--- src/rtl/bbal_ffs.sv ---
// ----------------------------------------------------------------------------
// bbal_ffs
// Find-first-set: index of the lowest set bit of a vector, plus a hit flag.
// ----------------------------------------------------------------------------
module bbal_ffs #(
  parameter int W  = 64,
  parameter int IW = (W > 1) ? $clog2(W) : 1
) (
  input  logic [W-1:0]  vec,
  output logic          found,
  output logic [IW-1:0] idx
);

  // Scan from the top so the lowest set bit wins
  always_comb begin
    found = 1'b0;
    idx   = '0;
    for (int i = W - 1; i >= 0; i--) begin
      if (vec[i]) begin
        found = 1'b1;
        idx   = IW'(i);
      end
    end
  end

endmodule

--- config.mk ---
export PLATFORM = sky130hd
export DESIGN_NAME = bbal_ffs
export DESIGN_NICKNAME = d
export VERILOG_FILES = /design/src/rtl/bbal_ffs.sv
export SDC_FILE = /design/constraint.sdc
export NUM_CORES = 1
export LEC_CHECK = 0
export BUFFER_PORTS_ARGS = -buffer_cell sky130_fd_sc_hd__buf_2
export CAP_MARGIN = 15
export CORE_MARGIN = 8
export CORE_UTILIZATION = 36
export DETAILED_ROUTE_END_ITERATION = 12
export PLACE_DENSITY = 0.92
export SLEW_MARGIN = 20
export SYNTH_ARGS = -nofsm -noshare
export SYNTH_HDL_FRONTEND = slang
export SYNTH_SLANG_ARGS = --single-unit
--- constraint.sdc ---
create_clock -name vclk -period 2.4
set_clock_uncertainty 0.15 [all_clocks]
set_input_delay 0.6 -clock vclk [all_inputs]
set_output_delay 0.6 -clock vclk [all_outputs]
set_load 0.01 [all_outputs]
==> reports/metrics.cfg, run 1 <==
[clocking]
cts_hold_buf=0

[die]
die_h_um=62.0
start_util_pct=38.5
pin_count=71
die_w_um=62.0
rows=16

[yosys]
syn_area_per_cell_um2=5.45
syn_inst=140
syn-num-nets=204
seq_area_frac_synth_pct=0
synth_area_um2=763
ys_types=34
yosys_warnings=0

[outcome]
tool.error=[ERROR GRT-0232] Routing congestion too high. Check the congestion heatmap in the GUI.
stop_stage=global routing (5_1_grt)
status=aborted with a tool error

[timing]
grt-worst-endpoint=idx[2]
worst-ep-kind=primary output

[grt]
grt_max_degree=5
grt_usage_pct=55.1
grt-ovfl-total=19

[place]
gp_congestion=0.959
dp.cells=290
port_buffers=71
placed_area_um2=1550
hpwl_mm=3.67

==> layer usage <==
| layer | GRT usage [%] | GRT overflow |
|---|---|---|
| met1 | 51.5 | 0 |
| met2 | 68.9 | 9 |
| met3 | 44.7 | 0 |
| met4 | 61.0 | 10 |
| met5 | 7.81 | 0 |
==> synthesized netlist by cell type, types with 2 or more instances <==
cell type / count / area, um^2
o211ai_1: 2 / 15.0
nor2_1: 29 / 109
inv_1: 12 / 45.0
o311ai_1: 2 / 17.5
a31oi_1: 2 / 12.5
nor2b_1: 3 / 18.8
nor4_1: 15 / 93.8
and3_1: 2 / 12.5
o21ai_1: 4 / 20.0
nor3_1: 11 / 55.1
a21oi_1: 13 / 65.1
o21ai_0: 8 / 40.0
nand4_1: 2 / 12.5
a311oi_1: 2 / 17.5
or4_4: 3 / 33.8
o31ai_1: 2 / 15.0
nand3_1: 4 / 20.0
nand2_1: 8 / 30.0
==> what timing repair did <==
| item | CTS |
|---|---|
| pin swaps | 23 |
| gates resized for setup | 40 |
| setup endpoints to repair | 7 |
| setup buffers | 1 |
==> stage by stage <==
stage | util, % | hold WS [ps] | setup WS (ps)
floorplan | - | 1190 | -82.9
global placement | 78.3 | 1510 | -359
detailed placement | 78.3 | 1530 | -402
CTS | 87.7 | 1530 | -332
==> kinds of logic after synthesis <==
kind of cell	synth area share, %
simple gates	55.1
compound gates	39.0
buf+inv	5.90
==> inputs of run 2 (changes only) <==
Settings changed: CORE_AREA set to 8 8 69 71, CORE_MARGIN 8 to not set, CORE_UTILIZATION 36 to not set, DIE_AREA set to 0 0 77 79, PLACE_DENSITY 0.92 to not set, PLACE_DENSITY_LB_ADDON set to 0.15.
Clock period 2.4 ns to 3.1 ns, I/O delays scaled along.
==> run 2 against run 1 <==
The flow now finishes without violations. Synthesized area did not move. Synthesized cell count did not move.
==> reports/metrics.cfg, run 2 <==
[outcome]
status=finished clean

[power]
seq_power_share_pct=0
power_switching_w=0.0000688
leakagePower_nw=0.615
power_frac_comb_pct=100.0
power_w=0.000135
power_frac_clock_pct=0
peakVddDrop_mv=0.0355
internal_power_w=0.0000665
switching_share_pct=50.9
powerDensity_nw_per_um2=96.4

[cells_and_area]
area_delta_synth_final_pct=83.9
nFlopsAndLatches=0
regArea_um2=0
nFillCells=453
antenna_cells=0
layout_commonest_cell=buf_2
final_cells=276
n_clock_buffer=0
final_cell_mix=67 x buf_2, 28 x nor2_1, 15 x buf_4
nets=292
drive_above_1_share_pct=47.3
final_area_um2=1400
multiInputGateArea_um2=803

[worst_setup_path]
cpMaxStageDelayCell=or4_4
cp_cell_sequence=buf_6 > or4_4 > or2_4 > a21oi_2 > o21ai_1 > and3_1 > buf_2
worstPathArrival_ps=2150
slowest_delay_ps=540
cp.required_ps=2170
crit_type=in2out
critPathTopFamily=simple AND/OR/NAND/NOR gates
cp_num_buf_inv=2
end_kind=output pin
worst-path-max-fanout=3
cp-start-kind=primary input

[timing]
fin_crit_sh_pct=99.3
setup_ws_ps=23.0
report.final.slew_viol_count=0
fin_crit_ps=3080
worstMarginPinSlew_ps=507
final_hold_viol_count=0
fin_hold_ws_ps=1820
max_freq_ghz=0.325
rsz0062_at_grt=yes
slew-limit-headroom_pct=65.9
setup_viol=0

[die]
die_area_um2=6080
pin_count=71  ; unchanged
core_area_um2=3800
rows=23  ; +7
die_w_um=77  ; +24%
start_util_pct=20.1  ; -18 points
die_h_um=79  ; +27%

[grt]
use_met2_pct=19.7
grt-ovfl-total=0
grt_pass1_wl_mm=5.83
met3_usage_pct=2.14
grt_usage_pct=10.8
grt-busiest-layer=met2
antenna_found_initial=0
grt_max_degree=6
use_met1_pct=13.6
grt_pass1_vias=1387

[routing]
wirelength_mm=3.56
drt-initial-drc-count=48
drc=0
wl_per_cell_um=12.9
num_vias=1368
ant_nets=0
dr.pass1.iters=4
viasPerCell=4.96

[yosys]
ys_types=34  ; unchanged
syn-num-nets=204  ; unchanged
synth_area_um2=763  ; unchanged
syn_inst=140  ; unchanged
seq_area_frac_synth_pct=0  ; unchanged
synth_most_common_cell=nor2_1
yosys.area.top_type=nor2_1
syn_area_per_cell_um2=5.45  ; unchanged
yosys_warnings=0  ; unchanged
yosys-top-cells-count=29 x nor2_1, 15 x nor4_1, 13 x a21oi_1
synth_top_area_share_pct=14.3  ; unchanged
yosys-top-cells-area=nor2_1 14%, nor4_1 12%, a21oi_1 8.5%

[place]
dp.cells=275  ; -5.2%
hpwl_mm=3.18  ; -13%
port_buffers=71  ; unchanged
place_ws_ps=-64.6  ; +338 ps
placed_area_um2=1290  ; -17%
gp_congestion=0.731  ; -24%

[job]
maxCapViolCount=0

[clocking]
cts_hold_buf=0  ; unchanged

[hold_path]
min_path_type=in2out

[run 2: power groups by stage]
stage / clock [W] / combinational (W) / sequential, W
2_1_floorplan: 0 / 0.0000402 / 0
3_3_place_gp: 0 / 0.000126 / 0
3_5_place_dp: 0 / 0.000125 / 0
4_1_cts: 0 / 0.000129 / 0
5_1_grt: 0 / 0.000151 / 0
6_report: 0 / 0.000135 / 0
[run 2: routing by layer]
metal  wire length [um]  part of all wire (%)
met2               1660                    47
met4                  0                     0
met3                232                   6.5
met5                  0                     0
met1               1670                    47
[run 2: cells by family (layout without fill, tap and decap cells)]
logic type,count (synthesis),after routing,synth area share (%)
compound gates,46,46,39.0
buf+inv,12,98,5.90
simple gates,82,82,55.1
[run 2: area by class of cell]
class / instances / area share [%]
Multi-Input combinational cell: 128 / 57.2
Timing Repair Buffer: 86 / 35.1
Tap cell: 50 / 4.46
Inverter: 12 / 3.21
[run 2: worst paths after layout]
path	from	cells after the start	to	slack [ps]
max	vec[31]	7	idx[3]	20
min	vec[9]	5	idx[2]	1820
[run 2: metrics by stage]
stage	setup TNS (ps)	util, %
after floorplan	0	-
after global placement	-78.1	33.9
after detailed placement	-124	33.9
after CTS	-12.9	34.7
after global routing	-94.5	37.0
final	0	37.0
[run 2: timing repair]
action                     CTS  global route
resized for setup            6            16
setup endpoints to repair    4             6
pin swaps                    7             6
hold endpoints to repair     0             0
setup buffers                1             0
No activity file was read; power rests on OpenSTA's default activity.
